File: src/design/msp_pkg.sv
// Shared types and register indexes for the motor speed PID/PWM unit.
// No dependencies; imported by every design module except msp_checker, and by the testbench.
package msp_pkg;

    // Configuration register indexes (byte address / 4)
    localparam logic [2:0] REG_KP_GAIN = 3'd0;
    localparam logic [2:0] REG_KI_GAIN = 3'd1;
    localparam logic [2:0] REG_KD_GAIN = 3'd2;
    localparam logic [2:0] REG_LOW_TP  = 3'd3;
    localparam logic [2:0] REG_MID_TP  = 3'd4;
    localparam logic [2:0] REG_FLOOR   = 3'd5;
    localparam logic [2:0] REG_CEILING = 3'd6;

    // What a sample does once it reaches the state updates
    typedef enum logic [1:0] {
        KIND_OFF,
        KIND_HIGH,
        KIND_RUN,
        KIND_CLEAR
    } kind_t;

    // Configuration register file contents
    typedef struct packed {
        logic [15:0] kp_gain;
        logic [15:0] ki_gain;
        logic [15:0] kd_gain;
        logic [14:0] low_target_period;
        logic [14:0] middle_target_period;
        logic [7:0]  pwm_floor;
        logic [7:0]  pwm_ceiling;
    } cfg_t;

    // Stage 1 word: gain products of the error
    typedef struct packed {
        logic               valid;
        kind_t              kind;
        logic signed [33:0] p_term;
        logic signed [33:0] i_term;
        logic signed [34:0] d_term;
    } prod_t;

    // Stage 2 word: correction as sign and magnitude
    typedef struct packed {
        logic        valid;
        kind_t       kind;
        logic        neg;
        logic        big;
        logic [27:0] mag;
    } corr_t;

endpackage

File: src/design/msp_accum.sv
// Stage 2: saturating integral accumulator and PID correction sum.
// Depends on msp_pkg for kind_t, prod_t and corr_t.
module msp_accum (
    input  logic           clk,
    input  logic           rst_n,
    input  msp_pkg::prod_t s1,
    input  logic           down_ready,
    output logic           up_ready,
    output msp_pkg::corr_t s2
);
    import msp_pkg::*;

    localparam logic signed [40:0] SAT_MAX   = 41'sd549755813887;
    localparam logic signed [40:0] SAT_MIN   = -41'sd549755813888;
    // |correction| at or above this moves the level by 2^24 or more
    localparam logic [41:0]        DIV_LIMIT = 42'd167772160;

    logic signed [39:0] integral_reg;
    logic signed [39:0] integral_next;
    logic signed [40:0] acc_sum;
    logic signed [39:0] acc_sat;
    logic signed [41:0] corr;
    logic [41:0]        mag;
    corr_t              s2_reg;
    corr_t              s2_next;
    logic               fire;

    // Integral plus ki*err, clipped to 40 bits
    always_comb
    begin
        acc_sum = $signed({integral_reg[39], integral_reg})
                + $signed({{7{s1.i_term[33]}}, s1.i_term});
        if (acc_sum > SAT_MAX)
            acc_sat = {1'b0, {39{1'b1}}};
        else if (acc_sum < SAT_MIN)
            acc_sat = {1'b1, 39'd0};
        else
            acc_sat = acc_sum[39:0];
    end

    always_comb
    begin
        case (s1.kind)
            KIND_RUN:   integral_next = acc_sat;
            KIND_CLEAR: integral_next = '0;
            default:    integral_next = integral_reg;
        endcase
    end

    // Correction and its magnitude for the divide
    always_comb
    begin
        corr = $signed({{2{integral_next[39]}}, integral_next})
             + $signed({{8{s1.p_term[33]}}, s1.p_term})
             + $signed({{7{s1.d_term[34]}}, s1.d_term});
        mag  = corr[41] ? (42'd0 - corr) : corr;
        s2_next.valid = s1.valid;
        s2_next.kind  = s1.kind;
        s2_next.neg   = corr[41];
        s2_next.big   = (mag >= DIV_LIMIT);
        s2_next.mag   = mag[27:0];
    end

    assign up_ready = !s2_reg.valid || down_ready;
    assign fire     = s1.valid && up_ready;
    assign s2       = s2_reg;

    always_ff @(posedge clk or negedge rst_n)
    begin
        if (!rst_n)
        begin
            s2_reg       <= '0;
            integral_reg <= '0;
        end
        else
        begin
            if (up_ready)
                s2_reg <= s2_next;
            if (fire)
                integral_reg <= integral_next;
        end
    end

endmodule

File: config.mk
export PLATFORM = sky130hd
export DESIGN_NAME = msp_accum
export DESIGN_NICKNAME = d
export VERILOG_FILES = /design/src/design/msp_pkg.sv /design/src/design/msp_accum.sv
export SDC_FILE = /design/constraint.sdc
export NUM_CORES = 1
export LEC_CHECK = 0
export ABC_AREA = 0
export BUFFER_PORTS_ARGS = -buffer_cell sky130_fd_sc_hd__buf_2
export CORE_UTILIZATION = 60
export DETAILED_ROUTE_END_ITERATION = 10
export PLACE_DENSITY = 0.78
export SYNTH_ARGS = -nofsm -noshare
export SYNTH_HDL_FRONTEND = slang
export SYNTH_SLANG_ARGS = --single-unit
File: constraint.sdc
create_clock -name clk -period 10.2 [get_ports clk]
set_clock_uncertainty 0.2 [all_clocks]
set_input_delay 1.02 -clock clk [delete_from_list [all_inputs] [get_ports clk]]
set_output_delay 1.02 -clock clk [all_outputs]
set_load 0.01 [all_outputs]
==> results.cfg <==
[min_path]
holdCritStartpoint = s2[0]
holdCritPathClass = reg2reg
min_to = s2[0]
hold_depth = 2

[timing]
finalHoldViolations = 0
fin_crit_sh = 0.9371
setup_viol = 0
max-slew-margin-rel = 0.3354
fin_setup_tns_ps = 0
final_max_slew_viol_count = 0
rsz0062_at_grt = no
fmax_mhz = 104.6
period_needed_ps = 9558
max_slew.worst_pin.slew_ps = 996.9

[clocking]
cts_buffer_depth = 2
path_clk_slew_ps = 60
post_cts_buffers = 0
cts_sinks = 73
cts_inserted_buffers = 9
clkLatencyLatePin_ps = 350
cts.htree.levels = 3
cts_tree = yes
clock_tree.root_cell = clkbuf_16

[setup_path]
worstReg2RegStart = integral_reg[1]
worstPathArrival_ps = 9590
worstSetupEndpointType = flop
crit_slowest_cell = a2111oi_1
required_ps = 10230
r2r_slack_ps = 1010
start_kind = primary input
critPathKind = in2reg
worstReg2RegEnd = s2[28]
crit_fanout = 9
cp_top_family = compound AO/OA/AOI/OAI gates
crit_buf_inv = 1
path_common_cell = a21oi_1
reg2reg_depth = 28
slowest_delay_ps = 600

[yosys]
synth_fp_nets = 1667
avgSynthCellArea_um2 = 7.604
yosys.cell_types.count = 95
ys_seq_area_frac = 0.1674
synth-edff-count = 0
synthesis.area_um2 = 10910
synth.yosys.warnings = 0
ys_async_sr_fraction = 1.000
synth-main-ff-cell = dfrtp_1
ys_ff_latch = 73
synthCells = 1435

[global_route]
grt_pass1_wl_um = 50740
gr-usage-all-layers = 0.3443
grt-ovfl-total = 0
grt_max_degree = 74
antenna_found_initial = 0
grt_pass1_vias = 10580

[final_layout]
drive_gt1_frac = 0.1398
syn_to_final_growth_pct = 10.40
diodes = 0
most-common-layout-cells = 141 x buf_2, 133 x inv_1, 133 x a21oi_1, 125 x nand2_1, 125 x nor2_1
layout.cells.most_common = buf_2
final_nets = 1765
largest_reg_flops = 40

[routing]
drt_iter0_markers = 894
vias_per_cell = 6.283
ant_nets = 0
drt_pass1_iterations = 6
num_vias = 11080
avgRoutedWirePerCell_um = 17.89
totalWireLength_um = 31550
drc = 0

[die]
io_pins = 143
die_w_um = 136.9
start_util = 0.6222
rows = 48
dieArea_um2 = 18730
die_h_um = 136.9
core_um2 = 17540

[status]
outcome = complete, no violations

[placement]
post-dp-hpwl_um = 24960
gp_congestion = 0.9339
io_buffer_count = 142

[job]
maxCapViolations = 0
==> Yosys cell counts (9+ instances only) <==
| master | n | area, µm² |
|---|---|---|
| a21o_1 | 46 | 345.3 |
| or3_1 | 9 | 56.30 |
| and2_1 | 14 | 87.58 |
| a21oi_1 | 133 | 665.6 |
| buf_2 | 10 | 50.05 |
| and3_1 | 22 | 137.6 |
| a221o_1 | 11 | 110.1 |
| a2bb2oi_1 | 26 | 227.7 |
| nand4_1 | 19 | 118.9 |
| o2111ai_1 | 10 | 87.58 |
| nand2_1 | 125 | 469.2 |
| xnor2_1 | 47 | 411.6 |
| nor4_1 | 11 | 68.82 |
| nand2b_1 | 14 | 87.58 |
| nor2_1 | 125 | 469.2 |
| o21ai_0 | 86 | 430.4 |
| o211ai_1 | 11 | 82.58 |
| nor3_1 | 32 | 160.2 |
| clkbuf_1 | 58 | 217.7 |
| o21bai_1 | 9 | 67.56 |
| ha_1 | 81 | 1013 |
| o2bb2ai_1 | 13 | 113.9 |
| nand3_1 | 39 | 195.2 |
| fa_1 | 42 | 840.8 |
| o21a_1 | 11 | 82.58 |
| xor2_1 | 29 | 254.0 |
| nor2b_1 | 15 | 93.84 |
| inv_1 | 133 | 499.2 |
| a31oi_1 | 12 | 75.07 |
| dfrtp_1 | 73 | 1827 |
==> kinds of logic (layout without fill, tap and decap cells) <==
| group | count (synthesis) | count (layout) | share of synthesized area |
|---|---|---|---|
| XOR/XNOR | 77 | 77 | 0.06249 |
| flip-flops | 73 | 73 | 0.1674 |
| AO/OA/AOI/OAI | 476 | 476 | 0.2992 |
| adder cells (fa/ha/maj) | 124 | 124 | 0.1709 |
| buffers and inverters | 206 | 309 | 0.07407 |
| AND/OR/NAND/NOR | 469 | 469 | 0.2165 |
| multiplexers | 10 | 10 | 0.009517 |
==> tightest hold or removal path: cells and delay by family (launching register included) <==
family	cells	cell delay (ps)
AO/OA/AOI/OAI	1	60
flip-flops	1	330
AND/OR/NAND/NOR	1	40
==> cell type report <==
cell class / instances / area (µm²)
inverters: 134 / 503.0
fillers: 1575 / 5490
multi-input cells: 1156 / 8287
clock inverters: 4 / 51.30
flip-flops and latches: 73 / 1827
clock buffers: 12 / 256.5
well taps: 225 / 281.5
repair buffers: 159 / 840.8
==> metal layers <==
metal / wire length, µm / track usage / vias to the layer above
li1: - / - / 5381
met1: 13520 / 0.4332 / 5251
met2: 15030 / 0.5922 / 373
met3: 1887 / 0.04630 / 72
met4: 1108 / 0.1410 / 0
met5: 0 / 0 / -
==> what timing repair did <==
action	4_1_cts	5_1_grt
resized for setup	0	1
hold buffers	0	0
setup endpoints to repair	0	1
==> worst max path at each step <==
stage            from      to  slack, ps  depth (start not counted)
5_1_grt        s1[36]  s2[28]         20                         30
2_1_floorplan  s1[36]  s2[28]       1450                         29
3_5_place_dp   s1[36]  s2[28]        360                         29
3_3_place_gp   s1[36]  s2[28]        590                         30
4_1_cts        s1[36]  s2[28]        600                         29
6_report       s1[36]  s2[28]        640                         29
==> stage by stage <==
step,std cells,worst slack (ps),util,hold slack (ps),area (µm²)
global route,1763,22.87,0.6869,310.2,12050
floorplan,1435,1454,-,275.3,10910
detailed placement,1747,363.5,0.6693,264.7,11740
CTS,1763,596.9,0.6869,277.2,12050
global placement,1747,588.0,0.6693,258.2,11740
finish,1763,641.9,0.6869,268.8,12050
Power is not shown: default switching activity piles up to over one toggle a cycle in this logic, so the estimate is an artifact.
