[config.mk]
export PLATFORM = sky130hd
export DESIGN_NAME = msp_regs
export DESIGN_NICKNAME = d
export VERILOG_FILES = /design/src/design/msp_pkg.sv /design/src/design/msp_regs.sv
export SDC_FILE = /design/constraint.sdc
export NUM_CORES = 1
export LEC_CHECK = 0
export BUFFER_PORTS_ARGS = -buffer_cell sky130_fd_sc_hd__buf_2
export CORE_MARGIN = 2
export CORE_UTILIZATION = 45
export CTS_CLUSTER_DIAMETER = 40
export CTS_CLUSTER_SIZE = 30
export DETAILED_ROUTE_END_ITERATION = 12
export GPL_TIMING_DRIVEN = 0
export MAX_ROUTING_LAYER = met4
export PLACE_DENSITY = 0.74
export REMOVE_ABC_BUFFERS = 1
export SYNTH_ARGS = -nofsm -noshare
export SYNTH_HDL_FRONTEND = slang
export SYNTH_SLANG_ARGS = --single-unit
export TNS_END_PERCENT = 5
[constraint.sdc]
create_clock -name clk -period 1.4 [get_ports clk]
set_input_delay 0.14 -clock clk [delete_from_list [all_inputs] [get_ports clk]]
set_output_delay 0.14 -clock clk [all_outputs]
set_load 0.05 [all_outputs]
[src/design/msp_pkg.sv]
// Shared types and register indexes for the motor speed PID/PWM unit.
// No dependencies; imported by every design module except msp_checker, and by the testbench.
package msp_pkg;

    // Configuration register indexes (byte address / 4)
    localparam logic [2:0] REG_KP_GAIN = 3'd0;
    localparam logic [2:0] REG_KI_GAIN = 3'd1;
    localparam logic [2:0] REG_KD_GAIN = 3'd2;
    localparam logic [2:0] REG_LOW_TP  = 3'd3;
    localparam logic [2:0] REG_MID_TP  = 3'd4;
    localparam logic [2:0] REG_FLOOR   = 3'd5;
    localparam logic [2:0] REG_CEILING = 3'd6;

    // What a sample does once it reaches the state updates
    typedef enum logic [1:0] {
        KIND_OFF,
        KIND_HIGH,
        KIND_RUN,
        KIND_CLEAR
    } kind_t;

    // Configuration register file contents
    typedef struct packed {
        logic [15:0] kp_gain;
        logic [15:0] ki_gain;
        logic [15:0] kd_gain;
        logic [14:0] low_target_period;
        logic [14:0] middle_target_period;
        logic [7:0]  pwm_floor;
        logic [7:0]  pwm_ceiling;
    } cfg_t;

    // Stage 1 word: gain products of the error
    typedef struct packed {
        logic               valid;
        kind_t              kind;
        logic signed [33:0] p_term;
        logic signed [33:0] i_term;
        logic signed [34:0] d_term;
    } prod_t;

    // Stage 2 word: correction as sign and magnitude
    typedef struct packed {
        logic        valid;
        kind_t       kind;
        logic        neg;
        logic        big;
        logic [27:0] mag;
    } corr_t;

endpackage

[src/design/msp_regs.sv]
// APB configuration registers (gains, target periods, PWM limits).
// Depends on msp_pkg for cfg_t and the register indexes.
module msp_regs (
    input  logic          clk,
    input  logic          rst_n,
    input  logic          psel,
    input  logic          penable,
    input  logic          pwrite,
    input  logic [4:0]    paddr,
    input  logic [31:0]   pwdata,
    output logic [31:0]   prdata,
    output logic          pready,
    output msp_pkg::cfg_t cfg
);
    import msp_pkg::*;

    cfg_t       cfg_reg;
    cfg_t       cfg_next;
    logic [2:0] reg_idx;
    logic       wr_en;

    assign reg_idx = paddr[4:2];
    assign wr_en   = psel && penable && pwrite;
    assign pready  = 1'b1;
    assign cfg     = cfg_reg;

    // Write decode
    always_comb
    begin
        cfg_next = cfg_reg;
        if (wr_en)
        begin
            case (reg_idx)
                REG_KP_GAIN: cfg_next.kp_gain              = pwdata[15:0];
                REG_KI_GAIN: cfg_next.ki_gain              = pwdata[15:0];
                REG_KD_GAIN: cfg_next.kd_gain              = pwdata[15:0];
                REG_LOW_TP:  cfg_next.low_target_period    = pwdata[14:0];
                REG_MID_TP:  cfg_next.middle_target_period = pwdata[14:0];
                REG_FLOOR:   cfg_next.pwm_floor            = pwdata[7:0];
                REG_CEILING: cfg_next.pwm_ceiling          = pwdata[7:0];
                default:     cfg_next = cfg_reg;
            endcase
        end
    end

    // Read mux
    always_comb
    begin
        case (reg_idx)
            REG_KP_GAIN: prdata = {16'd0, cfg_reg.kp_gain};
            REG_KI_GAIN: prdata = {16'd0, cfg_reg.ki_gain};
            REG_KD_GAIN: prdata = {16'd0, cfg_reg.kd_gain};
            REG_LOW_TP:  prdata = {17'd0, cfg_reg.low_target_period};
            REG_MID_TP:  prdata = {17'd0, cfg_reg.middle_target_period};
            REG_FLOOR:   prdata = {24'd0, cfg_reg.pwm_floor};
            REG_CEILING: prdata = {24'd0, cfg_reg.pwm_ceiling};
            default:     prdata = 32'd0;
        endcase
    end

    always_ff @(posedge clk or negedge rst_n)
    begin
        if (!rst_n)
        begin
            cfg_reg.kp_gain              <= 16'd52429;
            cfg_reg.ki_gain              <= 16'd655;
            cfg_reg.kd_gain              <= 16'd5243;
            cfg_reg.low_target_period    <= 15'd160;
            cfg_reg.middle_target_period <= 15'd80;
            cfg_reg.pwm_floor            <= 8'd6;
            cfg_reg.pwm_ceiling          <= 8'd255;
        end
        else
        begin
            cfg_reg <= cfg_next;
        end
    end

endmodule

==> impl_metrics.toml, run 1 <==
[status]
status = "finished, violations left"
violations = "setup timing"

[timing]
fin_skew_ns = 0
fmax_mhz = 581.8
hold_viol = 0
tns_ns = -2.999
setup_viol = 25
fin_crit_ns = 1.719
maxSlewHeadroom_pct = 46.72
drv_slew = 0
rsz0062_at_grt = "yes"
tightest_slew_ns = 0.7962
fin_crit_sh_pct = 122.8
setup_ws_ns = -0.3189

[pwr]
power_leakage_nw = 2.812
intPower_w = 0.005476
power_frac_clock_pct = 18.1
powerDensity_mw_per_mm2 = 1656
p_switching_w = 0.004256
comb_power_share_pct = 43.0
seq_power_share_pct = 38.9
ir_drop_uv = 813.7
sw_frac_of_total_pct = 43.73

[cts]
cts-root-buf = "clkbuf_8"
cts_tree = "done"
clock-sinks = 94
cts_buffer_depth = 2
clkTransAtPathRegs_ns = 0.09
cts_buffers = 9
h-tree-depth = 3
worstSkewPairLatency_ns = 0.35

[global_route]
grt_pass1_vias = 3313
grt_max_degree = 61
grt_usage_pct = 21.56
antenna_found_initial = 0
grt_pass1_wl_um = 18140
grt-ovfl-total = 0

[placement]
dp_cells = 595
port_buffers = 133
hpwl_um = 7406
placed_area_mm2 = 0.005378
place_congestion = 0.7620

[routing]
drt-wirelength-per-cell_um = 18.39
drc_errors = 0
viasPerCell = 5.301
wirelength_um = 11420
firstDrtPassIters = 4
vias = 3292
drt-initial-drc-count = 103
drt.antenna.violating_nets = 0

[worst_setup_path]
worstSetupPathType = "reg2out"
critPathLaunch = "cfg[81]$_DFFE_PN1P_"
arrival_ns = 1.58
crit_path_end_kind = "primary output"
crit_fanout = 2
start_kind = "flip-flop"
cp.required_ns = 1.26
cp_slowest_cell = "dfstp_2"
r2r_end = "cfg[75]$_DFFE_PN0P_"
cpPeakStageDelay_ns = 0.54
r2r_start = "cfg[75]$_DFFE_PN0P_"
crit_chain = "nor2b_4 > a211oi_2 > o31ai_1 > buf_4"
ff2ff_setup_slack_ns = 0.51
endpoint = "prdata[3]"
reg2regPathDepth = 2

[cells_and_area]
fill_cells = 878
layout_common_cells = "buf_2 (110), mux2_2 (103), dfrtp_1 (57)"
area_growth_pct = 26.70
drive_gt1_share_pct = 65.36
stdcell_area_mm2 = 0.005878
n_antenna_cell = 0
fin_cells = 621
layout_commonest_cell = "buf_2"
fin_nets = 522
largest_register_ffs = 94

[die]
rows = 37
initial_core_util_pct = 45.55
core_area_mm2 = 0.01018
die_h_um = 105.5
die_w_um = 105.5
die_area_mm2 = 0.01114
ios = 169

[job]
drv_cap = 0

[synth]
synth_xor_area_share_pct = 0
synth_seq_cells = 94
synth_mux_area_share_pct = 29.31
synthesis.instances = 347
synth_adder_area_share_pct = 0
syn-cell-area_mm2 = 0.004639
synth_area_per_cell_um2 = 13.37
yosys_warnings = 0
synth_compound_area_share_pct = 7.551
yosysSeqAreaShare_pct = 51.70
yosys.area_share.simple_pct = 6.014
synth_cell_type_count = 33
synth_top_family_by_area = "multiplexers"

[worst_hold_path]
min_path_type = "in2reg"
[worst max-delay path, delay by kind of cell, from the launching register on]
kind / cells / cell delay [ns]
DFF: 1 / 0.54
and+or+nand+nor: 1 / 0.13
AOI/OAI and AO/OA: 2 / 0.31
buffers and inverters: 1 / 0.25
[through the flow]
step                hold WS, ns  power [W]  setup slack, ns  util [%]
floorplan               -0.1556   0.006841          -0.8641         -
global placement         0.4018   0.007724           -1.864     51.95
detailed placement       0.1270   0.007828           -1.314     52.80
CTS                     0.01923   0.009787          -0.3298     57.30
global route            0.02456    0.01019          -0.3988     57.72
finish                  0.04697   0.009732          -0.3189     57.72
[per-layer routing]
layer | vias to the layer above | GRT usage (%) | part of all wire (%)
met3 | 13 | 3.525 | 4.6
met2 | 97 | 35.62 | 51
li1 | 1505 | - | -
met1 | 1677 | 27.17 | 43
met5 | - | - | 0
met4 | 0 | 7.143 | 1.4
[cell families after synthesis]
group	Yosys count
and+or+nand+nor	38
AOI/OAI and AO/OA	49
buffers and inverters	41
muxes	123
other	2
DFF	94
[power by group through the flow]
| stage | combinational (W) | clock [W] | sequential [W] |
|---|---|---|---|
| after floorplan | 0.00113 | 0 | 0.00571 |
| after global placement | 0.00393 | 0 | 0.00379 |
| after detailed placement | 0.00399 | 0 | 0.00384 |
| after CTS | 0.00417 | 0.00183 | 0.00379 |
| after global routing | 0.00438 | 0.00195 | 0.00387 |
| final | 0.00419 | 0.00176 | 0.00379 |
[worst min-delay path by stage]
stage / start / endpoint / slack (ns) / depth (start not counted)
after floorplan: rst_n / cfg[11]$_DFFE_PN0P_ / -0.16 / 0
after global routing: pwdata[15] / cfg[93]$_DFFE_PN1P_ / 0.02 / 2
final: pwdata[15] / cfg[93]$_DFFE_PN1P_ / 0.05 / 2
after CTS: pwdata[15] / cfg[93]$_DFFE_PN1P_ / 0.02 / 2
after detailed placement: rst_n / cfg[53]$_DFFE_PN0P_ / 0.13 / 1
after global placement: pwdata[15] / cfg[77]$_DFFE_PN0P_ / 0.40 / 2
[synth_stat cells]
master       n  area, um^2
conb_1       2       7.510
a211oi_1    10       75.07
or3_1        1       6.260
and4b_1     10       100.1
o21a_1       7       52.55
nand2_1      2       7.510
nor3b_1      1       7.510
buf_2        9       45.04
mux2i_1     20       200.2
nor2_1       6       22.52
a21oi_1      2       10.01
nand4_1      1       6.260
buf_1        2       7.510
o21ai_0     10       50.05
a32oi_1      1       8.760
nand2b_1     2       12.51
nor2_2       1       6.260
nor3_1       2       10.01
mux2_2     103        1160
nand4b_4     1       23.77
buf_6        2       22.52
nor3_2       1       10.01
o2bb2ai_1    7       61.31
buf_4       17       127.6
o31ai_1      5       37.54
dfrtp_1     57        1426
a21boi_0     5       37.54
nand3b_1     3       22.52
inv_1        1       3.750
a211o_1      2       17.52
nor2b_1      7       43.79
dfstp_2     37       972.2
clkbuf_1    10       37.54
[final cells by class]
class	instances	area, um^2	share of cell area, %
Inverter	1	3.754	0.06386
Timing Repair Buffer	147	972.2	16.54
Clock inverter	1	30.03	0.5109
Sequential cell	94	2399	40.80
Clock buffer	15	156.4	2.661
Multi-Input combinational cell	227	2147	36.53
Tap cell	136	170.2	2.895
[repair_timing]
item | 4_1_cts | 5_1_grt
setup endpoints to repair | 110 | 52
buffers inserted | 8 | 1
hold buffers | 1 | 0
endpoints found under the hold margin | 26 | 0
resized for setup | 56 | 8
pin swaps | 17 | 5
Power figures use the tool's default switching activity.
==> inputs of run 2 (changes only) <==
CORE_UTILIZATION = 30   (was 45)
PLACE_DENSITY = not set   (was 0.74)
==> impl_metrics.toml, run 2 (same netlist as run 1, synthesis figures left out) <==
[global_route]
grt-ovfl-total = 0
grt_max_degree = 56
grt_pass1_wl_um = 19380
antenna_found_initial = 0
grt_pass1_vias = 3319
grt_usage_pct = 15.94

[cts]
cts_buffers = 9
worstSkewPairLatency_ns = 0.33
clkTransAtPathRegs_ns = 0.07
cts_tree = "done"
h-tree-depth = 3
cts-root-buf = "clkbuf_16"
clock-sinks = 94
cts_buffer_depth = 2

[timing]
fin_skew_ns = 0
setup_viol = 16
drv_slew = 0
tightest_slew_ns = 0.6888
maxSlewHeadroom_pct = 53.97
setup_ws_ns = -0.2688
fin_crit_ns = 1.669
fmax_mhz = 599.2
hold_viol = 0
rsz0062_at_grt = "yes"
fin_crit_sh_pct = 119.2

[routing]
wirelength_um = 12610
vias = 3360
drc_errors = 0
firstDrtPassIters = 4
drt-wirelength-per-cell_um = 18.68
viasPerCell = 4.978
drt-initial-drc-count = 133
drt.antenna.violating_nets = 0

[pwr]
ir_drop_uv = 650.2
power_leakage_nw = 2.866
p_total_w = 0.01027
powerDensity_mw_per_mm2 = 1689

[die]
die_h_um = 128.4
die_area_mm2 = 0.01648
initial_core_util_pct = 30.63
rows = 45
ios = 169
core_area_mm2 = 0.01515
die_w_um = 128.4

[status]
violations = "setup timing"
status = "finished, violations left"

[cells_and_area]
layout_common_cells = "buf_2 (111), mux2_2 (102), dfrtp_1 (57)"
fin_cells = 675
fin_nets = 524
drive_gt1_share_pct = 66.74
stdcell_area_mm2 = 0.006078
fill_cells = 1431
area_growth_pct = 31.01
layout_commonest_cell = "buf_2"
utilization_pct = 40.13
n_antenna_cell = 0
largest_register_ffs = 94

[placement]
placed_area_mm2 = 0.005451
dp_cells = 647
hpwl_um = 8356
place_congestion = 0.7354
port_buffers = 133

[job]
drv_cap = 0

[worst_hold_path]
min_path_type = "in2reg"

[worst_setup_path]
cpPeakStageDelay_ns = 0.38
crit_fanout = 2
cp.required_ns = 1.26
cpLargestDelayFamily = "flip-flops"
start_kind = "flip-flop"
worstSetupPathType = "reg2out"
ff2ff_setup_slack_ns = 0.52
cp_slowest_cell = "dfrtp_1"
critPathBufInv = 1
crit_path_end_kind = "primary output"
crit_chain = "mux2_2 > a211oi_2 > o31ai_1 > buf_4"
arrival_ns = 1.53
## run 2: area by class of cell
cell class              instances  area (um^2)  area share, %
multi-input cells             227         2170          35.69
clock buffers                  11        232.7          3.829
inverters                       1        3.754        0.06175
flip-flops and latches         94         2399          39.46
clock inverters                 5        37.54         0.6175
well taps                     188        235.2          3.870
repair buffers                149         1001          16.47
## run 2: path summary, 6_finish.rpt
| kind | endpoint | cells after the start | startpoint |
|---|---|---|---|
| worst max-delay path | prdata[0] | 4 | cfg[31]$_DFFE_PN0P_ |
| worst min-delay path | cfg[77]$_DFFE_PN0P_ | 2 | pwdata[15] |
| worst max register to register | cfg[68]$_DFFE_PN0P_ | 2 | cfg[68]$_DFFE_PN0P_ |
| worst min register to register | cfg[35]$_DFFE_PN0P_ | 1 | cfg[35]$_DFFE_PN0P_ |
| max in group asynchronous | cfg[1]$_DFFE_PN1P_ | 3 | rst_n |
| min in group asynchronous | cfg[53]$_DFFE_PN0P_ | 2 | rst_n |
## run 2: repair_timing
action,4_1_cts,5_1_grt
setup buffers,10,1
pin swaps,21,5
hold buffers,1,0
endpoints found under the setup margin,110,46
endpoints found under the hold margin,33,0
gates cloned,0,0
gates resized for setup,62,7
## run 2: per-stage QoR
step | setup WS, ns | hold slack, ns | setup TNS (ns)
after floorplan | -0.8641 | -0.1556 | -10.55
after global placement | -2.061 | 0.4000 | -202.46
after detailed placement | -1.566 | 0.1872 | -130.19
after CTS | -0.2944 | 0.04102 | -3.401
after global routing | -0.3431 | 0.05911 | -4.411
final | -0.2688 | 0.05943 | -2.683
## run 2: layer usage
metal  track usage (%)  part of all wire (%)  vias to the layer above
met2             25.31                    49                      116
li1                  -                     -                     1519
met5                 -                     0                        -
met3             3.119                   5.2                       15
met1             20.54                    45                     1710
met4             5.236                   1.3                        0
## run 2: power by group
part           internal [W]  switching, W
clock network       0.00121       0.00105
registers           0.00341      0.000402
logic               0.00119       0.00301
