File: src/design/msp_pkg.sv
// Shared types and register indexes for the motor speed PID/PWM unit.
// No dependencies; imported by every design module except msp_checker, and by the testbench.
package msp_pkg;

    // Configuration register indexes (byte address / 4)
    localparam logic [2:0] REG_KP_GAIN = 3'd0;
    localparam logic [2:0] REG_KI_GAIN = 3'd1;
    localparam logic [2:0] REG_KD_GAIN = 3'd2;
    localparam logic [2:0] REG_LOW_TP  = 3'd3;
    localparam logic [2:0] REG_MID_TP  = 3'd4;
    localparam logic [2:0] REG_FLOOR   = 3'd5;
    localparam logic [2:0] REG_CEILING = 3'd6;

    // What a sample does once it reaches the state updates
    typedef enum logic [1:0] {
        KIND_OFF,
        KIND_HIGH,
        KIND_RUN,
        KIND_CLEAR
    } kind_t;

    // Configuration register file contents
    typedef struct packed {
        logic [15:0] kp_gain;
        logic [15:0] ki_gain;
        logic [15:0] kd_gain;
        logic [14:0] low_target_period;
        logic [14:0] middle_target_period;
        logic [7:0]  pwm_floor;
        logic [7:0]  pwm_ceiling;
    } cfg_t;

    // Stage 1 word: gain products of the error
    typedef struct packed {
        logic               valid;
        kind_t              kind;
        logic signed [33:0] p_term;
        logic signed [33:0] i_term;
        logic signed [34:0] d_term;
    } prod_t;

    // Stage 2 word: correction as sign and magnitude
    typedef struct packed {
        logic        valid;
        kind_t       kind;
        logic        neg;
        logic        big;
        logic [27:0] mag;
    } corr_t;

endpackage

File: src/design/msp_level.sv
// Stages 3 and 4: divide by ten, duty level update with clamp, result register.
// Depends on msp_pkg for cfg_t, kind_t and corr_t.
module msp_level (
    input  logic           clk,
    input  logic           rst_n,
    input  msp_pkg::corr_t s2,
    input  msp_pkg::cfg_t  cfg,
    input  logic           out_ready,
    output logic           up_ready,
    output logic           out_valid,
    output logic           width_written,
    output logic [7:0]     pwm_width
);
    import msp_pkg::*;

    // ceil(2^31 / 10): exact quotient for magnitudes below 2^30
    localparam logic [27:0] RECIP       = 28'd214748365;
    localparam int          RECIP_SHIFT = 31;

    typedef struct packed {
        logic        valid;
        kind_t       kind;
        logic        neg;
        logic        big;
        logic [23:0] quo;
    } quot_t;

    logic [55:0]        recip_prod;
    quot_t              s3_reg;
    quot_t              s3_next;
    logic               out_open;
    logic               fire;
    logic [23:0]        level_reg;
    logic [23:0]        level_next;
    logic [23:0]        run_level;
    logic [23:0]        lo;
    logic [23:0]        hi;
    logic [25:0]        delta;
    logic signed [25:0] lvl_sum;
    logic [7:0]         ipart;
    logic               out_valid_reg;
    logic               width_written_reg;
    logic               width_written_next;
    logic [7:0]         pwm_width_reg;
    logic [7:0]         pwm_width_next;

    // Divide magnitude by ten via reciprocal multiply
    assign recip_prod = s2.mag * RECIP;

    always_comb
    begin
        s3_next.valid = s2.valid;
        s3_next.kind  = s2.kind;
        s3_next.neg   = s2.neg;
        s3_next.big   = s2.big;
        s3_next.quo   = recip_prod[RECIP_SHIFT +: 24];
    end

    // Level plus truncated correction, clamped floor first
    assign lo      = {cfg.pwm_floor, 16'd0};
    assign hi      = {cfg.pwm_ceiling, 16'd0};
    assign delta   = s3_reg.neg ? (26'd0 - {2'b00, s3_reg.quo}) : {2'b00, s3_reg.quo};
    assign lvl_sum = $signed({2'b00, level_reg}) + $signed(delta);

    always_comb
    begin
        if (s3_reg.big)
            run_level = s3_reg.neg ? lo : hi;
        else if (lvl_sum < $signed({2'b00, lo}))
            run_level = lo;
        else if (lvl_sum > $signed({2'b00, hi}))
            run_level = hi;
        else
            run_level = lvl_sum[23:0];
    end

    always_comb
    begin
        case (s3_reg.kind)
            KIND_HIGH: level_next = hi;
            KIND_RUN:  level_next = run_level;
            default:   level_next = level_reg;
        endcase
    end

    // Result: high writes ceiling, off never, others if integer part in limits
    assign ipart = level_next[23:16];

    always_comb
    begin
        width_written_next = 1'b0;
        pwm_width_next     = 8'd0;
        case (s3_reg.kind)
            KIND_OFF:
            begin
                width_written_next = 1'b0;
                pwm_width_next     = 8'd0;
            end
            KIND_HIGH:
            begin
                width_written_next = 1'b1;
                pwm_width_next     = cfg.pwm_ceiling;
            end
            default:
            begin
                if (ipart >= cfg.pwm_floor && ipart <= cfg.pwm_ceiling)
                begin
                    width_written_next = 1'b1;
                    pwm_width_next     = ipart;
                end
            end
        endcase
    end

    assign out_open      = !out_valid_reg || out_ready;
    assign up_ready      = !s3_reg.valid || out_open;
    assign fire          = s3_reg.valid && out_open;
    assign out_valid     = out_valid_reg;
    assign width_written = width_written_reg;
    assign pwm_width     = pwm_width_reg;

    always_ff @(posedge clk or negedge rst_n)
    begin
        if (!rst_n)
        begin
            s3_reg            <= '0;
            level_reg         <= '0;
            out_valid_reg     <= 1'b0;
            width_written_reg <= 1'b0;
            pwm_width_reg     <= 8'd0;
        end
        else
        begin
            if (up_ready)
                s3_reg <= s3_next;
            if (out_open)
                out_valid_reg <= s3_reg.valid;
            if (fire)
            begin
                level_reg         <= level_next;
                width_written_reg <= width_written_next;
                pwm_width_reg     <= pwm_width_next;
            end
        end
    end

endmodule

File: config.mk
export PLATFORM = sky130hd
export DESIGN_NAME = msp_level
export DESIGN_NICKNAME = d
export VERILOG_FILES = /design/src/design/msp_pkg.sv /design/src/design/msp_level.sv
export SDC_FILE = /design/constraint.sdc
export NUM_CORES = 1
export LEC_CHECK = 0
export BUFFER_PORTS_ARGS = -buffer_cell sky130_fd_sc_hd__clkbuf_2
export CAP_MARGIN = 20
export CORE_UTILIZATION = 35
export CTS_CLUSTER_SIZE = 30
export DETAILED_ROUTE_END_ITERATION = 10
export GPL_TIMING_DRIVEN = 0
export PLACE_DENSITY_LB_ADDON = 0.05
export SETUP_SLACK_MARGIN = 0.3
export SLEW_MARGIN = 10
export SYNTH_ARGS = -nofsm -noshare
export SYNTH_HDL_FRONTEND = slang
export SYNTH_SLANG_ARGS = --single-unit
File: constraint.sdc
create_clock -name clk -period 11 [get_ports clk]
set_clock_uncertainty 0.2 [all_clocks]
set_input_delay 0.55 -clock clk [delete_from_list [all_inputs] [get_ports clk]]
set_output_delay 0.55 -clock clk [all_outputs]
set_load 0.1 [all_outputs]
==> run metrics, run 1 <==
status complete, no violations; buffers added on ports 62; Slowest Stage Delay on Critical Path 0.55 ns; post-synthesis xor/xnor area fraction 0.0330; Remaining DRCs 0; Max-Cap Viols 0; Critical Path Source Type flop; post-synthesis simple-gate area fraction 0.0762; Antenna Nets Post-Route 0; first-pass GRT wire length 84500 um; Synth Area in Compound Gates 0.121; share of cells above drive strength 1 0.0543; final wirelength 53900 um; routed length per instance 19.6 um; vias 13400; CP max-delay cell dfrtp_1; root buffer cell clkbuf_16; most frequent CP cell a21o_1; Async SR Flop Fraction 1.00; Synth cell types 77; final net count 2823; number of flip-flops in the largest register 29; gpl congestion 0.904; RSZ-0062 raised after global routing false; CP Class flop to flop; CP Capture Type flop; post-synthesis cell area 18300 um^2; Hold Crit Class input pin to flop; Pre-Repair DR Iteration Count 5; clock buffer depth 2; clock sink count 63; die area 53300 um^2; grt ovf 0; Post-CTS Setup Inserts 0; Worst Max-Slew Pin Slew 0.882 ns; crit-path max FO 10; CTS tree yes; post-DP HPWL 48000 um; Initial Util 0.356; mux cell area share after synthesis 0.00287; Rel. slew slack 0.412; design area 19900 um^2; Seq/Total Area, Yosys 0.0860; Area after DPL 19500 um^2; Fmax achieved 0.100 GHz; TNS Setup 0 ns; Worst-path clk slew 0.07 ns; final setup vio count 0; final hold violations 0; clock latency on the worst-skew pair 0.36 ns; Worst EP required 11.04 ns; Tot GR Track Use 0.212; DIE WIDTH 231 um; Cells after Synth 1981; Pins Over Slew Limit 0; largest net degree at the start of global routing 39; crit path DAT 9.99 ns; Final Cycle Share 0.905; EDFF count, synth 0; CTS buffer count 9; H-tree levels 3; adder-cell share of the synthesized area 0.562; largest family of logic cells by synthesized area adder cells; Post-synth top flop dfrtp_1; DR vias/cell 4.88; die height 231 um; Core Box Area 51500 um^2; Mapped Avg Cell Area 9.25 um^2; initial antenna violation count 0; P&R area growth vs syn 8.58%; final worst path period need 9.95 ns; YS warnings 0; Mapped Nets 2748; row count 83; vias in the first global route 14300; Ports 141; #FFs+latches synth 63; Initial DRC Count 710
## cells by family (layout without fill, tap and decap cells)
logic type,after synthesis,after routing
compound gates,325,325
xor+xnor,67,67
fa+ha+maj,637,637
buf+inv,580,660
flops,63,63
mux,5,5
other cells,0,1
simple gates,304,304
## stage by stage
stage          std cells  utilization  hold slack [ns]  setup slack, ns
2_1_floorplan       1981            -           0.0544             3.04
3_3_place_gp        2723        0.378            0.270            0.607
3_5_place_dp        2724        0.379            0.286            0.599
4_1_cts             2741        0.386            0.183            0.510
5_1_grt             2741        0.386            0.201            0.367
6_report            2742        0.386            0.192             1.05
## worst paths after layout
kind | endpoint | start | slack [ns] | cells past startpoint
worst max-delay path | pwm_width[5]$_DFFE_PN0P_ | s3_reg[25]$_DFFE_PN0P_ | 1.05 | 33
worst min-delay path | s3_reg[24]$_DFFE_PN0P_ | s2[28] | 0.19 | 3
worst max register to register | pwm_width[5]$_DFFE_PN0P_ | s3_reg[25]$_DFFE_PN0P_ | 1.05 | 33
worst min register to register | width_written$_DFFE_PN0P_ | width_written$_DFFE_PN0P_ | 0.29 | 2
max in group asynchronous | level_reg[19]$_DFFE_PN0P_ | rst_n | 9.52 | 3
min in group asynchronous | s3_reg[11]$_DFFE_PN0P_ | rst_n | 0.50 | 2
## critical path, delay by kind of cell, from the launching register on
family	cells	cell delay, ns
simple gates	6	1.66
fa+ha+maj	3	0.96
compound gates	19	4.91
flops	1	0.55
xor+xnor	2	0.71
buf+inv	3	0.87
## layer usage
layer / GRT usage / vias to the layer above / wire [um] / share of wire
met5: 0 / - / 0 / 0
li1: - / 6479 / - / -
met4: 0.0391 / 0 / 804 / 0.015
met3: 0.0193 / 38 / 1740 / 0.032
met1: 0.318 / 6662 / 27500 / 0.51
met2: 0.329 / 190 / 23800 / 0.44
## cell type report
class                      count  area [um^2]
clock inverter                 7          128
clock buffer                   9          225
sequential                    63         1580
antenna                        1         2.50
inverter                     557         2090
tap                          680          851
timing repair buffer          64          343
buffer                        23          100
multi-input combinational   1338        14600
fill                        5430        31600
## placed cells by master, fill, tap and decap left out, types with 18 or more instances in the layout
cell | synthesis | routed
a21o_1 | 27 | 27
a21oi_1 | 76 | 76
clkbuf_1 | 19 | 18
clkbuf_2 | 0 | 62
dfrtp_1 | 63 | 63
fa_1 | 310 | 310
ha_1 | 327 | 327
inv_1 | 557 | 557
nand2_1 | 108 | 108
nor2_1 | 90 | 90
nor3_1 | 22 | 21
o21ai_0 | 66 | 66
o31ai_1 | 24 | 23
xnor2_1 | 54 | 54
## synth_stat cells (7+ instances only)
master,number,area (um^2)
inv_1,557,2090
ha_1,327,4090
fa_1,310,6210
nand2_1,108,405
nor2_1,90,338
a21oi_1,76,380
o21ai_0,66,330
dfrtp_1,63,1580
xnor2_1,54,473
a21o_1,27,203
o31ai_1,24,180
nor3_1,22,110
clkbuf_1,19,71.3
nand3_1,16,80.1
o21ai_1,15,75.1
a31oi_1,12,75.1
nand2b_1,12,75.1
xor2_1,12,105
a211oi_1,11,82.6
a22o_1,9,78.8
o21a_1,7,52.6
or2_2,7,43.8
or3_1,7,43.8
## repair_timing
| item | CTS | global route |
|---|---|---|
| hold buffers | 1 | 0 |
| endpoints found under the hold margin | 25 | 0 |
| setup endpoints to repair | 0 | 9 |
| resized for setup | 0 | 6 |
Power of run 1 is not shown: default switching activity piles up to over one toggle a cycle in this logic, so the estimate is an artifact.
==> inputs of run 2 (changes only) <==
--- a/config.mk
+++ b/config.mk
@@ -7,6 +7,7 @@
 export LEC_CHECK = 0
 export BUFFER_PORTS_ARGS = -buffer_cell sky130_fd_sc_hd__clkbuf_2
 export CAP_MARGIN = 20
+export CORE_MARGIN = 1.5
 export CORE_UTILIZATION = 35
 export CTS_CLUSTER_SIZE = 30
 export DETAILED_ROUTE_END_ITERATION = 10
==> run 2 against run 1 <==
Net effect: flip-flop and latch count is the same; non-clock buffer count did not move; routed wire length increased by 0.61%; die area is 0.87% higher; highest routed layer unchanged.
==> run metrics, run 2 (synthesis gave the netlist of run 1 again) <==
status complete, no violations; vias in the first global route 14300 (+0.22%); Cells on Worst Hold Path 2 (-1); Tot GR Track Use 0.211 (-0.00108); Remaining DRCs 0 (unchanged); Hold Crit Class input pin to flop; clock sink count 63 (unchanged); H-tree levels 3 (unchanged); clock latency on the worst-skew pair 0.35 ns (about the same); first-pass GRT wire length 84400 um (about the same); Ports 141 (unchanged); Core Box Area 51500 um^2 (unchanged); crit path DAT 9.99 ns (about the same); TNS Setup 0 ns (unchanged); clock buffer depth 2 (unchanged); CTS buffer count 9 (unchanged); largest net degree at the start of global routing 38 (-2.6%); gpl congestion 0.896 (-0.81%); Final Cycle Share 0.905 (about the same); hold_sp s2[32]; Worst-path clk slew 0.07 ns (about the same); Critical Path Source Type flop; Initial DRC Count 665 (-6.3%); Pins Over Slew Limit 0 (unchanged); vias 13400 (+0.56%); CP Class flop to flop; row count 83 (unchanged); Rel. slew slack 0.425 (+0.0137); end of the worst register-to-register path pwm_width[5]$_DFFE_PN0P_; post-DP HPWL 48300 um (+0.50%); die area 53800 um^2 (+0.87%); Initial Util 0.356 (unchanged); die height 232 um (+0.43%); most frequent CP cell a21o_1; Slowest Stage Delay on Critical Path 0.56 ns (about the same); r2r setup slk 1.04 ns (about the same); r2r worst-path depth 34 (+3.0%); CP Capture Type flop; commonest non-fill, non-tap cell in the layout inv_1; CP max-delay cell dfrtp_1; final net count 2823 (unchanged); P&R area growth vs syn 8.27%; RSZ-0062 raised after global routing false; final worst path period need 9.96 ns (+0.00766 ns); crit-path max FO 10 (unchanged); Worst EP required 11.03 ns (about the same); grt ovf 0 (unchanged); final hold violations 0 (unchanged); Pre-Repair DR Iteration Count 6 (+1); Worst Max-Slew Pin Slew 0.862 ns (-0.0206 ns); number of flip-flops in the largest register 29 (unchanged); routed length per instance 19.8 um (+0.65%); initial antenna violation count 0 (unchanged); DR vias/cell 4.90 (+0.60%); reg-to-reg startpoint s3_reg[25]$_DFFE_PN0P_; buffers added on ports 62 (unchanged); root buffer cell clkbuf_16; Final Util 0.385 (-0.00109); Antenna Nets Post-Route 0 (unchanged); CTS tree yes; Max-Cap Viols 0 (unchanged); Hold EP s3_reg[28]$_DFFE_PN0P_; final setup vio count 0 (unchanged); share of cells above drive strength 1 0.0543 (unchanged); Fmax achieved 0.100 GHz (about the same); DIE WIDTH 232 um (+0.43%); most frequent cells in the layout 557 x inv_1, 327 x ha_1, 310 x fa_1; final wirelength 54200 um (+0.61%); antenna cell count 0 (-1)
-- run 2: cell types whose count changed in the layout (fill, tap and decap cells not counted) --
cell	before	now
inv_8	1	0
o21ai_2	0	1
clkinv_2	0	1
clkinvlp_4	0	2
o21ai_4	1	0
inv_6	2	1
bufinv_16	3	1
clkbuf_8	0	1
diode_2	1	0
-- run 2: area by class of cell --
type	count	area (um^2)
Fill cell	5458	31700
Inverter	557	2090
Clock buffer	10	239
Tap cell	680	851
Multi-Input combinational cell	1338	14600
Timing Repair Buffer	64	343
Sequential cell	63	1580
Buffer	23	100
Clock inverter	6	67.6
-- run 2: stage by stage --
| stage | instance area (um^2) | hold slack (ns) | setup WS (ns) | cells |
|---|---|---|---|---|
| 2_1_floorplan | 18300 | 0.0544 | 3.04 | 1981 |
| 3_3_place_gp | 19500 | 0.269 | 0.542 | 2723 |
| 3_5_place_dp | 19500 | 0.280 | 0.728 | 2724 |
| 4_1_cts | 19800 | 0.187 | 0.657 | 2741 |
| 5_1_grt | 19800 | 0.197 | 0.353 | 2741 |
| 6_report | 19800 | 0.197 | 1.04 | 2741 |
-- run 2: repair_timing --
item | 4_1_cts | 5_1_grt
resized for setup | 0 | 5
endpoints found under the setup margin | 0 | 9
hold buffers | 1 | 0
hold endpoints to repair | 26 | 0
setup buffers | 0 | 0
-- run 2: worst max path at each step --
stage          cells after the start                        to                    from
2_1_floorplan                     33  pwm_width[5]$_DFFE_PN0P_   s3_reg[5]$_DFFE_PN0P_
3_3_place_gp                      33  pwm_width[3]$_DFFE_PN0P_  s3_reg[25]$_DFFE_PN0P_
3_5_place_dp                      33  pwm_width[4]$_DFFE_PN0P_  s3_reg[25]$_DFFE_PN0P_
4_1_cts                           33  pwm_width[4]$_DFFE_PN0P_  s3_reg[25]$_DFFE_PN0P_
5_1_grt                           33  pwm_width[5]$_DFFE_PN0P_   s3_reg[5]$_DFFE_PN0P_
6_report                          34  pwm_width[5]$_DFFE_PN0P_  s3_reg[25]$_DFFE_PN0P_
-- run 2: per-layer routing --
metal,up-vias,GRT usage,share of wire
li1,6476,-,-
met1,6747,0.314,0.51
met2,192,0.332,0.45
met3,29,0.0212,0.031
met4,0,0.0349,0.012
met5,-,0,0
-- run 2: critical path: cells and delay by family (launching register included) --
kind,cells,cell delay (ns)
xor+xnor,2,0.74
buf+inv,4,1.12
flops,1,0.56
simple gates,7,2.01
compound gates,18,4.22
fa+ha+maj,3,0.99
Power of run 2 is left out for the same reason.
==> inputs of run 3 (changes only) <==
==> constraint.sdc (replaced) <==
create_clock -name clk -period 9.3 [get_ports clk]
set_clock_uncertainty 0.2 [all_clocks]
set_input_delay 0.465 -clock clk [delete_from_list [all_inputs] [get_ports clk]]
set_output_delay 0.465 -clock clk [all_outputs]
set_load 0.1 [all_outputs]
==> run 3 against run 2 <==
Net effect: worst setup slack worse by 0.30 ns; fmax is 16% higher; clock-buffer cell count stayed put; die area stayed put; core utilization is 0.59 points higher; flip-flop and latch count stayed put.
==> run metrics, run 3 (synthesis gave the netlist of run 1 again) <==
final setup vio count 0 (unchanged); crit path DAT 8.59 ns (-1.40 ns); die area 53800 um^2 (unchanged); Critical Path Source Type flop; Pins Over Slew Limit 0 (unchanged); final wirelength 54500 um (+0.62%); largest net degree at the start of global routing 38 (unchanged); Rel. slew slack 0.421 (-0.00439); first-pass GRT wire length 84700 um (+0.34%); Worst-path clk slew 0.06 ns (about the same); Final Cycle Share 0.921 (+0.0154); gpl congestion 0.896 (unchanged); reg-to-reg startpoint s3_reg[4]$_DFFE_PN0P_; Antenna Nets Post-Route 0 (unchanged); end of the worst register-to-register path pwm_width[5]$_DFFE_PN0P_; CP Class flop to flop; Slowest Stage Delay on Critical Path 0.47 ns (-0.09 ns); r2r worst-path depth 35 (+2.9%); Worst Max-Slew Pin Slew 0.868 ns (+0.00659 ns); CP max-delay cell dfrtp_1; Hold Crit Class input pin to flop; status complete, no violations; CTS buffer count 9 (unchanged); die height 232 um (unchanged); crit-path max FO 7 (-3); clock buffer depth 2 (unchanged); Initial DRC Count 649 (-2.4%); Tot GR Track Use 0.211 (+0.000738); initial antenna violation count 0 (unchanged); hold_sp s2[32]; buffers added on ports 62 (unchanged); CP endpoint pwm_width[5]$_DFFE_PN0P_; P&R area growth vs syn 9.94%; DR vias/cell 4.88 (-0.40%); final hold violations 0 (unchanged); CTS tree yes; Hold WS 0.111 ns (-0.0867 ns); routed length per instance 19.8 um (about the same); root buffer cell clkbuf_16; post-route setup slack 0.737 ns (-0.304 ns); Max-Cap Viols 0 (unchanged); Ports 141 (unchanged); DIE WIDTH 232 um (unchanged); most frequent cells in the layout 557 x inv_1, 326 x ha_1, 310 x fa_1; Critical Path Source s3_reg[4]$_DFFE_PN0P_; Remaining DRCs 0 (unchanged); final worst path period need 8.56 ns (-1.40 ns); Core Box Area 51500 um^2 (unchanged); most frequent CP cell a21o_1; clock latency on the worst-skew pair 0.35 ns (about the same); row count 83 (unchanged); RSZ-0062 raised after global routing true; r2r setup slk 0.74 ns (-0.30 ns); antenna cell count 0 (unchanged); grt ovf 0 (unchanged); Worst EP required 9.33 ns (-1.70 ns); design area 20200 um^2 (+1.5%); Fmax achieved 0.117 GHz (+16%); post-DP HPWL 48300 um (unchanged); Area after DPL 19500 um^2 (unchanged); share of cells above drive strength 1 0.0732 (+0.0189); CP Capture Type flop; final net count 2838 (+0.53%); Pre-Repair DR Iteration Count 4 (-2); vias 13500 (+0.14%); vias in the first global route 14400 (+0.52%); commonest non-fill, non-tap cell in the layout inv_1; number of flip-flops in the largest register 29 (unchanged); clock sink count 63 (unchanged); H-tree levels 3 (unchanged); Place WS -0.972 ns (-1.70 ns); Initial Util 0.356 (unchanged)
[run 3: worst min-delay path by stage]
stage	end	slack [ns]	cells past startpoint
after floorplan	level_reg[0]$_DFFE_PN0P_	-0.03	0
after global placement	width_written$_DFFE_PN0P_	0.27	2
after detailed placement	s3_reg[16]$_DFFE_PN0P_	0.27	1
after CTS	s3_reg[28]$_DFFE_PN0P_	0.10	2
after global routing	s3_reg[28]$_DFFE_PN0P_	0.11	2
final	s3_reg[28]$_DFFE_PN0P_	0.11	2
[run 3: area by class of cell]
class | count | area (um^2)
clock buffer | 10 | 239
buffer | 23 | 104
multi-input combinational | 1338 | 14800
sequential | 63 | 1580
clock inverter | 6 | 67.6
fill | 5421 | 31400
timing repair buffer | 79 | 455
tap | 680 | 851
inverter | 557 | 2090
[run 3: per-stage QoR]
stage | util | cells | TNS, ns
after floorplan | - | 1981 | 0
after global placement | 0.378 | 2723 | -8.99
after detailed placement | 0.379 | 2724 | -7.42
after CTS | 0.388 | 2749 | 0
after global routing | 0.391 | 2756 | 0
final | 0.391 | 2756 | 0
[run 3: per-layer routing]
layer	vias up	global-route usage	routed length (um)
met5	-	0	0
met4	0	0.0349	637
met3	30	0.0212	1450
met2	166	0.334	24500
met1	6764	0.315	28000
li1	6503	-	-
[run 3: critical path: cells and delay by family, from the launching register on]
kind                     cells  cell delay [ns]
adder cells (fa/ha/maj)      3             0.86
flip-flops                   1             0.47
AO/OA/AOI/OAI               16             3.43
XOR/XNOR                     2             0.66
AND/OR/NAND/NOR             12             2.49
buffers and inverters        2             0.30
[run 3: what timing repair did]
item / in CTS / in global routing
gates cloned: 0 / 0
setup endpoints to repair: 9 / 9
setup buffers: 8 / 7
pin swaps: 6 / 13
hold endpoints to repair: 26 / 0
resized for setup: 21 / 23
hold buffers: 1 / 0
Power of run 3 is left out for the same reason.
